===== config.mk =====
export PLATFORM = sky130hd
export DESIGN_NAME = pair_sum_search_stream_flat
export DESIGN_NICKNAME = d
export VERILOG_FILES = /design/src/rtl/pss_pkg.sv /design/src/rtl/pss_if.sv /design/src/rtl/pair_sum_search_stream.sv /design/src/rtl/pss_cell.sv /design/src/rtl/pss_prio_enc.sv /design/src/flat_wrapper.sv
export VERILOG_INCLUDE_DIRS = /design/src /design/src/rtl
export SDC_FILE = /design/constraint.sdc
export NUM_CORES = 2
export LEC_CHECK = 0
export ABC_CLOCK_PERIOD_IN_PS = 234900
export BUFFER_PORTS_ARGS = -buffer_cell sky130_fd_sc_hd__buf_2
export CAP_MARGIN = 30
export CORE_MARGIN = 2
export CORE_UTILIZATION = 40
export CTS_CLUSTER_DIAMETER = 200
export DETAILED_ROUTE_END_ITERATION = 10
export PLACE_DENSITY = 0.59
export SETUP_SLACK_MARGIN = 0.4
export SLEW_MARGIN = 20
export SYNTH_ARGS = -nofsm -noshare
export SYNTH_HDL_FRONTEND = slang
export SYNTH_HIERARCHICAL = 1
export SYNTH_SLANG_ARGS = --single-unit

===== constraint.sdc =====
create_clock -name clk_i -period 234.9 [get_ports clk_i]
set_input_delay 0 -clock clk_i [delete_from_list [all_inputs] [get_ports clk_i]]
set_output_delay 0 -clock clk_i [all_outputs]
set_load 0.005 [all_outputs]

===== src/rtl/pair_sum_search_stream_assert.svh =====
// assertion macros used by the rtl of the pair sum search block
`ifndef PAIR_SUM_SEARCH_STREAM_ASSERT_SVH
`define PAIR_SUM_SEARCH_STREAM_ASSERT_SVH

// same-cycle implication, sampled on clk_i, quiet while rst_ni is low
`define PSS_ASSERT_NOW(lbl, ante, cons, msg) \
  lbl: assert property (@(posedge clk_i) disable iff (!rst_ni) (ante) |-> (cons)) \
    else $error(msg);

// next-cycle implication, sampled on clk_i, quiet while rst_ni is low
`define PSS_ASSERT_NEXT(lbl, ante, cons, msg) \
  lbl: assert property (@(posedge clk_i) disable iff (!rst_ni) (ante) |=> (cons)) \
    else $error(msg);

`endif


===== src/rtl/pss_pkg.sv =====
// shared types and constants of the pair sum search block
`default_nettype none

package pss_pkg;

  localparam int VAL_W   = 32;
  localparam int WANT_W  = 33;
  localparam int IDX_W   = 6;
  localparam int IDX_MAX = 63;

  typedef enum logic [1:0] {
    ST_IDLE,
    ST_CMP,
    ST_DECIDE
  } state_e;

  // control broadcast along the cell chain
  typedef struct packed {
    logic shift;
    logic cmp;
  } cell_ctrl_t;

endpackage

`default_nettype wire


===== src/rtl/pss_if.sv =====
// valid/ready stream interfaces for items in and results out
`default_nettype none

interface pss_in_if;
  logic              valid;
  logic              ready;
  logic signed [31:0] value;
  logic              last;

  modport source (output valid, output value, output last, input ready);
  modport sink   (input valid, input value, input last, output ready);
endinterface

interface pss_out_if;
  logic       valid;
  logic       ready;
  logic       found;
  logic [5:0] first_index;
  logic [5:0] second_index;
  logic       overflow;

  modport source (output valid, output found, output first_index,
                  output second_index, output overflow, input ready);
  modport sink   (input valid, input found, input first_index,
                  input second_index, input overflow, output ready);
endinterface

`default_nettype wire


===== src/rtl/pair_sum_search_stream.sv =====
// top level of the streaming pair sum search block
//
// usage:
//   item_i carries one signed value per transfer, last marks the end of a set.
//   target_sum_i is loaded when target_sum_we_i is high; the user loads it only
//   while idle, unenforced. result_o carries at most one result per set: found
//   with the earlier and later positions, or found = 0 on the last value when no
//   pair turned up. overflow means a value of the set did not fit the store.
// timing:
//   each item passes accept, compare across the chain and decide, and the next
//   item is taken only after decide; this is set by the compare register in
//   each cell and the encode/update step that the next item depends on.
//   a result is loaded into the output register at the end of the decide step.
// reset:
//   target_sum returns to 0, the stored count and set flags clear, the output
//   register empties; the stored values themselves are not cleared.
// stalls:
//   the output register holds a waiting result while the next item is taken;
//   the decide step waits whenever the output register is full and not being
//   taken, whether or not a result is due, and input ready stays low meanwhile.
`default_nettype none

`include "pair_sum_search_stream_assert.svh"

module pair_sum_search_stream import pss_pkg::*; #(
  parameter int STORE_DEPTH = 64
) (
  input  wire logic              clk_i,
  input  wire logic              rst_ni,
  pss_in_if.sink                 item_i,
  pss_out_if.source              result_o,
  input  wire logic              target_sum_we_i,
  input  wire logic [VAL_W-1:0]  target_sum_i
);

  // count holds 0..STORE_DEPTH, cell index 0..STORE_DEPTH-1
  localparam int CW = $clog2(STORE_DEPTH + 1);
  localparam int IW = $clog2(STORE_DEPTH);

  state_e state_q, state_d;

  logic [VAL_W-1:0]         target_q;
  logic [VAL_W-1:0]         value_q;
  logic                     last_q;
  logic signed [WANT_W-1:0] want_q;

  logic [CW-1:0] count_q, count_d;
  logic          reported_q, reported_d;
  logic          exceeded_q, exceeded_d;

  logic             out_valid_q, out_valid_d;
  logic             out_found_q, out_found_d;
  logic [IDX_W-1:0] out_first_q, out_first_d;
  logic [IDX_W-1:0] out_second_q, out_second_d;
  logic             out_ovf_q, out_ovf_d;

  cell_ctrl_t ctrl;
  logic       out_free;
  logic       item_take;

  // the chain: cell 0 holds the newest stored value
  logic [VAL_W-1:0]       chain [STORE_DEPTH];
  logic [STORE_DEPTH-1:0] match_vec;
  logic                   hit;
  logic [IW-1:0]          hit_idx;
  logic [CW-1:0]          hit_pos;

  function automatic logic [IDX_W-1:0] sat_idx(input logic [CW-1:0] p);
    if (32'(p) > 32'(IDX_MAX)) begin
      return IDX_W'(IDX_MAX);
    end
    return IDX_W'(p);
  endfunction

  for (genvar k = 0; k < STORE_DEPTH; k++) begin : g_cell
    logic [VAL_W-1:0] din;
    if (k == 0) begin : g_head
      assign din = value_q;
    end else begin : g_body
      assign din = chain[k-1];
    end

    pss_cell u_cell (
      .clk_i   (clk_i),
      .rst_ni  (rst_ni),
      .ctrl_i  (ctrl),
      .live_i  (count_q > CW'(k)),
      .din_i   (din),
      .want_i  (want_q),
      .dout_o  (chain[k]),
      .match_o (match_vec[k])
    );
  end

  pss_prio_enc #(
    .N  (STORE_DEPTH),
    .IW (IW)
  ) u_enc (
    .vec_i (match_vec),
    .hit_o (hit),
    .idx_o (hit_idx)
  );

  // newest match sits at the lowest cell, its set position counts from the front
  assign hit_pos   = count_q - CW'(1) - CW'(hit_idx);
  assign out_free  = !out_valid_q || result_o.ready;
  assign item_take = item_i.valid && item_i.ready;

  // configuration register
  always_ff @(posedge clk_i or negedge rst_ni) begin
    if (!rst_ni) begin
      target_q <= '0;
    end else if (target_sum_we_i) begin
      target_q <= target_sum_i;
    end
  end

  // captured item and its 33-bit wanted partner value
  always_ff @(posedge clk_i) begin
    if (item_take) begin
      value_q <= item_i.value;
      last_q  <= item_i.last;
      want_q  <= $signed({target_q[VAL_W-1], target_q})
               - $signed({item_i.value[VAL_W-1], item_i.value});
    end
  end

  always_ff @(posedge clk_i or negedge rst_ni) begin
    if (!rst_ni) begin
      state_q     <= ST_IDLE;
      count_q     <= '0;
      reported_q  <= 1'b0;
      exceeded_q  <= 1'b0;
      out_valid_q <= 1'b0;
    end else begin
      state_q     <= state_d;
      count_q     <= count_d;
      reported_q  <= reported_d;
      exceeded_q  <= exceeded_d;
      out_valid_q <= out_valid_d;
    end
  end

  always_ff @(posedge clk_i) begin
    out_found_q  <= out_found_d;
    out_first_q  <= out_first_d;
    out_second_q <= out_second_d;
    out_ovf_q    <= out_ovf_d;
  end

  always_comb begin
    state_d      = state_q;
    count_d      = count_q;
    reported_d   = reported_q;
    exceeded_d   = exceeded_q;
    out_valid_d  = out_valid_q && !result_o.ready;
    out_found_d  = out_found_q;
    out_first_d  = out_first_q;
    out_second_d = out_second_q;
    out_ovf_d    = out_ovf_q;
    ctrl         = '0;
    item_i.ready = 1'b0;

    case (state_q)
      ST_IDLE: begin
        item_i.ready = 1'b1;
        if (item_i.valid) begin
          state_d = ST_CMP;
        end
      end
      ST_CMP: begin
        // every live cell compares against the wanted value at once
        ctrl.cmp = 1'b1;
        state_d  = ST_DECIDE;
      end
      ST_DECIDE: begin
        if (out_free) begin
          state_d = ST_IDLE;
          if (!reported_q) begin
            if (hit) begin
              reported_d   = 1'b1;
              out_valid_d  = 1'b1;
              out_found_d  = 1'b1;
              out_first_d  = sat_idx(hit_pos);
              out_second_d = sat_idx(count_q);
              out_ovf_d    = exceeded_q;
            end else begin
              if (count_q < CW'(STORE_DEPTH)) begin
                ctrl.shift = 1'b1;
                count_d    = count_q + CW'(1);
              end else begin
                exceeded_d = 1'b1;
              end
              if (last_q) begin
                out_valid_d  = 1'b1;
                out_found_d  = 1'b0;
                out_first_d  = '0;
                out_second_d = '0;
                out_ovf_d    = exceeded_d;
              end
            end
          end
          // set end clears the count and the set flags, but not the stored values
          if (last_q) begin
            count_d    = '0;
            reported_d = 1'b0;
            exceeded_d = 1'b0;
          end
        end
      end
      default: begin
        state_d = ST_IDLE;
      end
    endcase
  end

  assign result_o.valid        = out_valid_q;
  assign result_o.found        = out_found_q;
  assign result_o.first_index  = out_first_q;
  assign result_o.second_index = out_second_q;
  assign result_o.overflow     = out_ovf_q;

  `PSS_ASSERT_NOW(a_count_bound, 1'b1, count_q <= CW'(STORE_DEPTH), "store count past depth")
  `PSS_ASSERT_NOW(a_full_on_exceed, exceeded_q, count_q == CW'(STORE_DEPTH), "overflow before full")
  `PSS_ASSERT_NEXT(a_set_end_clear, state_q == ST_DECIDE && out_free && last_q, count_q == '0 && !reported_q && !exceeded_q, "set end left state behind")
  `PSS_ASSERT_NEXT(a_hit_marks, state_q == ST_DECIDE && out_free && !reported_q && hit && !last_q, reported_q && out_valid_q && out_found_q, "hit not reported")

endmodule

`default_nettype wire


===== src/rtl/pss_cell.sv =====
// one cell of the value chain: holds a stored value and compares it
`default_nettype none

module pss_cell import pss_pkg::*; (
  input  wire logic                     clk_i,
  input  wire logic                     rst_ni,
  input  wire cell_ctrl_t               ctrl_i,
  input  wire logic                     live_i,
  input  wire logic [VAL_W-1:0]         din_i,
  input  wire logic signed [WANT_W-1:0] want_i,
  output logic [VAL_W-1:0]              dout_o,
  output logic                          match_o
);

  logic [VAL_W-1:0] value_q;
  logic             match_q;

  always_ff @(posedge clk_i) begin
    if (ctrl_i.shift) begin
      value_q <= din_i;
    end
  end

  // sign-extended compare against the 33-bit wanted value
  always_ff @(posedge clk_i or negedge rst_ni) begin
    if (!rst_ni) begin
      match_q <= 1'b0;
    end else if (ctrl_i.cmp) begin
      match_q <= live_i && ($signed({value_q[VAL_W-1], value_q}) == want_i);
    end
  end

  assign dout_o  = value_q;
  assign match_o = match_q;

endmodule

`default_nettype wire


===== src/rtl/pss_prio_enc.sv =====
// lowest-set-bit encoder over the cell match vector
`default_nettype none

module pss_prio_enc #(
  parameter int N  = 64,
  parameter int IW = 6
) (
  input  wire logic [N-1:0] vec_i,
  output logic              hit_o,
  output logic [IW-1:0]     idx_o
);

  logic [N-1:0]  lowest;
  logic [IW-1:0] idx;

  always_comb begin
    lowest = vec_i & (~vec_i + N'(1));
    idx    = '0;
    for (int k = 0; k < N; k++) begin
      if (lowest[k]) begin
        idx = idx | IW'(k);
      end
    end
  end

  assign hit_o = |vec_i;
  assign idx_o = idx;

endmodule

`default_nettype wire


===== src/flat_wrapper.sv =====
// flat-port wrapper written by rule: the top's interface ports become plain ports
module pair_sum_search_stream_flat import pss_pkg::*;
#(
  parameter int STORE_DEPTH = 64
)
  (clk_i, rst_ni, target_sum_we_i, target_sum_i, item_i_valid, item_i_value, item_i_last, item_i_ready, result_o_valid, result_o_found, result_o_first_index, result_o_second_index, result_o_overflow, result_o_ready);
  pss_in_if item_i_i ();
  pss_out_if result_o_i ();
  input  wire logic clk_i;
  input  wire logic rst_ni;
  input  wire logic target_sum_we_i;
  input  wire logic [VAL_W-1:0] target_sum_i;
  input wire logic [$bits(item_i_i.valid)-1:0] item_i_valid;
  input wire logic [$bits(item_i_i.value)-1:0] item_i_value;
  input wire logic [$bits(item_i_i.last)-1:0] item_i_last;
  output wire logic [$bits(item_i_i.ready)-1:0] item_i_ready;
  output wire logic [$bits(result_o_i.valid)-1:0] result_o_valid;
  output wire logic [$bits(result_o_i.found)-1:0] result_o_found;
  output wire logic [$bits(result_o_i.first_index)-1:0] result_o_first_index;
  output wire logic [$bits(result_o_i.second_index)-1:0] result_o_second_index;
  output wire logic [$bits(result_o_i.overflow)-1:0] result_o_overflow;
  input wire logic [$bits(result_o_i.ready)-1:0] result_o_ready;
  assign item_i_i.valid = item_i_valid;
  assign item_i_i.value = item_i_value;
  assign item_i_i.last = item_i_last;
  assign item_i_ready = item_i_i.ready;
  assign result_o_valid = result_o_i.valid;
  assign result_o_found = result_o_i.found;
  assign result_o_first_index = result_o_i.first_index;
  assign result_o_second_index = result_o_i.second_index;
  assign result_o_overflow = result_o_i.overflow;
  assign result_o_i.ready = result_o_ready;
  pair_sum_search_stream #(.STORE_DEPTH(STORE_DEPTH)) u_core (.clk_i(clk_i), .rst_ni(rst_ni), .item_i(item_i_i), .result_o(result_o_i), .target_sum_we_i(target_sum_we_i), .target_sum_i(target_sum_i));
endmodule

# Word-level counts from Yosys, hierarchy flattened
# Index checks and enable logic that the tools add are counted.
dict set report word_totals {
  regBits 2236
  out_inout_bits 16
  word_cells 591
}
dict set report classes {
  addsub 5
  magnitude_cmp 67
  n_eq_ne 73
  n_mux 227
  bitwise 2
  reduce_logical 76
}
# operator n
set op_table {}
lappend op_table {{== test 32 x 33 -> 1 bit} 64}
lappend op_table {{two-way mux 6 bit} 75}
lappend op_table {{greater-than comparator 7 x 6 -> 1 bit, second input constant} 34}
lappend op_table {{two-way mux 7 bit} 17}
lappend op_table {{greater-than comparator 7 x 5 -> 1 bit, second input constant} 16}
lappend op_table {{two-way mux 1 bit} 100}
lappend op_table {{two-way mux 5 bit} 16}
lappend op_table {{logical AND 1 bit} 66}
lappend op_table {{adder 64 x 1 -> 64 bit, second input constant} 1}
lappend op_table {{AND 64 bit} 1}
lappend op_table {{inverter 64 bit} 1}
lappend op_table {{OR reduction 64 bit} 1}
lappend op_table {{greater-than comparator 7 x 4 -> 1 bit, second input constant} 8}
lappend op_table {{subtractor 32 x 32 -> 33 bit} 1}
lappend op_table {{two-way mux 4 bit} 8}
lappend op_table {{greater-than comparator 7 x 3 -> 1 bit, second input constant} 4}
lappend op_table {{greater-than comparator 7 x 1 -> 1 bit, second input constant} 2}
lappend op_table {{greater-than comparator 7 x 2 -> 1 bit, second input constant} 2}
lappend op_table {{two-way mux 2 bit} 6}
lappend op_table {{two-way mux 3 bit} 4}
lappend op_table {{AND reduction 4 bit} 2}
lappend op_table {{adder 7 x 1 -> 7 bit, second input constant} 1}
lappend op_table {{< comparator 7 bit, second input constant} 1}
lappend op_table {{subtractor 7 x 1 -> 7 bit, second input constant} 1}
lappend op_table {{13 further kinds} 18}

# Logic depth before layout (Yosys ltp)
dict set report depth {
  ltp_word 87
  ltp_mapped 18
}

# Cells and area by module
# The synthesis kept the hierarchy.
# module instances cells_each area_per_inst_um2 seq_area_each_um2
set modules_own_cells {}
lappend modules_own_cells {pss_cell 64 79 1362.6 985.9}
lappend modules_own_cells {pair_sum_search_stream 1 717 7224.4 3503.4}
lappend modules_own_cells {pss_prio_enc 1 206 1237.4 0.0}

# Worst setup path after synthesis
# Ideal clock, no wire load.
dict set report synth_path {
  kind {register to register}
  from {reg u_core.g_cell[11].u_cell.match_q}
  to {reg u_core.count_q[1]}
  setup_time_ns 0.422
  arrival_time_ns 207.515
  required_time_ns 234.478
  slack_ns 26.963
  stages_incl_launch_ff 9
  n_path_buf 1
  synth_period_minus_slack_ns 207.937
  cell_sequence {dfrtp_1 or4_4 or4b_1 buf_2 nor4_4 and2_1 nand4_1 nor4_1 a32o_1}
}
dict set report synth_between {
  elab_chain_len 3
}
# element line_no
set synth_rtl {}
lappend synth_rtl {{start, declared} pss_cell.sv:16} ;# logic match_q;
lappend synth_rtl {{start signal, assigned} pss_cell.sv:29} ;# match_q <= live_i && ($signed({value_q[VAL_W-1], value_q}) == want_i);
lappend synth_rtl {{OR reduction 64 bit} pss_prio_enc.sv:26} ;# assign hit_o = |vec_i;
lappend synth_rtl {{net u_core.hit} pair_sum_search_stream.sv:64} ;# logic hit;
lappend synth_rtl {{inequality test 3 x 2 -> 1 bit (no source line)} -}
lappend synth_rtl {{AND reduction 5 bit (no source line)} -}
lappend synth_rtl {{end signal, assigned} pair_sum_search_stream.sv:137} ;# count_q <= count_d;
lappend synth_rtl {{end, declared} pair_sum_search_stream.sv:47} ;# logic [CW-1:0] count_q, count_d;
# The timed path passes the listed nets, and every way through them passes these cells.
# A chain may end at the register's enable or synchronous reset.

==> flow_metrics.env <==
export IMPL_clk_transition_reported_paths_ns=0.06
export IMPL_boundaryPins=86
export IMPL_worstPathCellList="or4_4, or4b_1, nor4_4, and2_1, nand4_1, nor4_2, buf_12, buf_4, buf_16, buf_4, buf_12, buf_4, buf_12"
export IMPL_p_comb_share_pct=15.2
export IMPL_antenna_found_initial=3
export IMPL_core_area_um2=237900
export IMPL_critical_path_arrival_ns=9.06
export IMPL_synth_area_um2=95670
export IMPL_setup_tns_ns=0
export IMPL_die_width_um=493.0
export IMPL_post_drt_wl_per_cell_um=20.90
export IMPL_cts_root_buf="clkbuf_16"
export IMPL_synthXorXnorAreaFrac_pct=19.63
export IMPL_required_ns=235.38
export IMPL_drv_cap=0
export IMPL_synth_warnings=6
export IMPL_outcome="complete, but fails checks"
export IMPL_clock_sinks=2236
export IMPL_critPathMaxFanout=195
export IMPL_failed_checks="DRC"
export IMPL_drive_above_1_share_pct=9.115
export IMPL_die_h_um=493.0
export IMPL_critPathTopFamily="buffers and inverters"
export IMPL_synthAdderAreaFrac_pct=0.5912
export IMPL_detailedPlace_worstSlack_ns=226.15
export IMPL_cts_buffers_inserted=226
export IMPL_clock_skew_ns=0.03759
export IMPL_rows=179
export IMPL_ys_types=82
export IMPL_grt_start_max_net_pins=196
export IMPL_syn_num_nets=6093
export IMPL_fillers=20640
export IMPL_ys_flop_type="edfxtp_1"
export IMPL_initial_utilization_pct=40.22
export IMPL_cts_resized=0
export IMPL_cts_hold_buf=170
export IMPL_vias=50420
export IMPL_layout_nets=6647
export IMPL_ir_drop_mv=0.006415
export IMPL_drt_wl_total_um=206800
export IMPL_p_int_w=0.0007487
export IMPL_layout_setup_ws_ns=226.32
export IMPL_antenna_left=0
export IMPL_fin_crit_sh_pct=3.654
export IMPL_ys_seq_elements=2236
export IMPL_async_reset_ff_share_pct=4.830
export IMPL_p_per_area_nw_per_um2=9.353
export IMPL_path_class="flip-flop to flip-flop"
export IMPL_regArea_um2=66600
export IMPL_fmax_ghz=0.1165
export IMPL_clk_path_buf_depth=3
export IMPL_die_area_um2=243100
export IMPL_grt_pass1_wl_um=316900
export IMPL_synth_area_leaders="edfxtp_1 67%, xor2_1 19%, nor4_1 3.5%"
export IMPL_gp_congestion=0.9204
export IMPL_p_sw_w=0.0002807
export IMPL_clock_latency_ns=0.86
export IMPL_multiInputGateArea_um2=28450
export IMPL_pwr_share_clk_pct=34.5
export IMPL_drc_errors=1
export IMPL_synth_compound_area_share_pct=2.828
export IMPL_critPathSlowestCell="buf_12"
export IMPL_overflow=0
export IMPL_synthCells=5979
export IMPL_slew_violations=0
export IMPL_via_per_inst=5.095
export IMPL_leakagePower_nw=35.70
export IMPL_netSwitchingFraction_pct=27.27
export IMPL_final_min_clock_period_ns=8.583
export IMPL_synth_top_cell_area_share_pct=66.80
export IMPL_crit_path_max_incr_delay_ns=0.81
export IMPL_fin_hold_ws_ns=0.1895
export IMPL_synth_edf_count=2128
export IMPL_tritoncts="yes"
export IMPL_dp_hpwl_um=141000
export IMPL_io_buffers=85
export IMPL_hp_class="primary input to flip-flop"
export IMPL_hold_viol=0
export IMPL_seq_power_share_pct=50.3
export IMPL_h_tree_depth=4
export IMPL_synth_top_family_by_area="XOR/XNOR gates"
export IMPL_drt_iter0_drc=3528
export IMPL_yosysSeqAreaShare_pct=69.62
export IMPL_rsz0062_at_grt="false"
export IMPL_synthMuxAreaShare_pct=0.3531
export IMPL_worst_slew_pin_slew_ns=1.106
export IMPL_dr_pass1_iters=8
export IMPL_layout_common_cells="2128 x edfxtp_1, 2060 x xor2_1, 528 x nor4_1"
export IMPL_final_common_cell="edfxtp_1"
export IMPL_synth_top_cell_by_area="edfxtp_1"
export IMPL_synth_simple_area_share_pct=6.316
export IMPL_cp_end_kind="flip-flop"
export IMPL_post_cts_buffers=0
export IMPL_setup_viol=0
export IMPL_grt_pass1_vias=51980
export IMPL_synth_avg_cell_area_um2=16.00
export IMPL_track_usage_pct=16.76
export IMPL_cp_num_buf_inv=7
export IMPL_syn_to_final_growth_pct=15.06
export IMPL_max_slew_margin_pct=26.29
export IMPL_start_kind="flip-flop"
==> registers in the layout (all words and copies together) (netlist names), 2 cells and up <==
register	count
u_core/count_q	7
u_core/g_cell.din	32
u_core/g_cell.u_cell/dout_o	2048
u_core/g_cell.u_cell/match_o	64
u_core/result_o.first_index	6
u_core/result_o.second_index	6
u_core/state_q	2
u_core/target_q	32
u_core/want_q	33
==> final timing paths <==
check	slack (ns)	cells past startpoint	to	from
setup / recovery	226.32	13	u_core/g_cell[44].u_cell/dout_o[29]$_DFFE_PP_	u_core/g_cell[11].u_cell/match_o$_DFFE_PN0P_
hold / removal	0.19	4	u_core/want_q[0]$_DFFE_PP_	item_i_value[0]
setup reg to reg	226.32	13	u_core/g_cell[44].u_cell/dout_o[29]$_DFFE_PP_	u_core/g_cell[11].u_cell/match_o$_DFFE_PN0P_
hold reg to reg	0.41	0	u_core/g_cell[0].u_cell/dout_o[10]$_DFFE_PP_	u_core/g_cell[0].din[10]$_DFFE_PP_
max in group asynchronous	233.86	4	u_core/g_cell[42].u_cell/match_o$_DFFE_PN0P_	rst_ni
min in group asynchronous	0.36	4	u_core/target_q[4]$_DFFE_PN0P_	rst_ni
==> logic make-up after synthesis <==
family                   Yosys count
multiplexers                      30
AO/OA/AOI/OAI                    315
flip-flops                      2236
XOR/XNOR                        2144
adder cells (fa/ha/maj)           44
buffers and inverters            166
AND/OR/NAND/NOR                 1044
==> area by class of cell <==
class	count	area share [%]
well taps	3167	3.600
repair buffers	360	3.003
clock buffers	287	5.385
diodes	3	0.006820
multi-input cells	3577	25.85
clock inverters	133	1.196
inverters	132	0.4501
flip-flops and latches	2236	60.51
==> worst register-to-register path, delay by kind of cell, from the launching register on <==
kind / cells / cell delay, ns
simple gates: 6 / 3.52
flops: 1 / 0.41
buf+inv: 7 / 4.04
==> routing by layer <==
layer,vias to the layer above,share of wire (%),global-route usage (%)
met5,-,0.0053,0
li1,23530,-,-
met3,320,3.8,2.738
met4,2,3.0,5.280
met1,25690,42,21.27
met2,868,51,29.22
==> power by group through the flow <==
stage / registers, W / logic (W) / clock network (W)
final: 0.000518 / 0.000157 / 0.000355
after global routing: 0.000523 / 0.000173 / 0.000380
after CTS: 0.000519 / 0.000156 / 0.000365
after detailed placement: 0.000527 / 0.000153 / 0
after global placement: 0.000526 / 0.000149 / 0
after floorplan: 0.000900 / 0.0000922 / 0
==> Yosys cell counts (all sizes together), types with 32 or more instances <==
master	n
xnor2	84
nor4	531
xor2	2060
o21ai	67
edfxtp	2128
inv	131
nor3	32
o32ai	66
nor2	80
nand3	90
a21oi	62
nand2	88
dfrtp	108
nand4	145
ha	42
==> stage by stage <==
step / std cells / cell area, µm² / power, W / utilization, %
2_1_floorplan: 5979 / 95670 / 0.0009922 / -
3_3_place_gp: 9276 / 100600 / 0.0006754 / 42.28
3_5_place_dp: 9285 / 100700 / 0.0006802 / 42.35
4_1_cts: 9875 / 109700 / 0.001040 / 46.12
5_1_grt: 9895 / 110100 / 0.001076 / 46.28
6_report: 9895 / 110100 / 0.001029 / 46.28
Note: power is estimated with default switching activity, not from simulation.
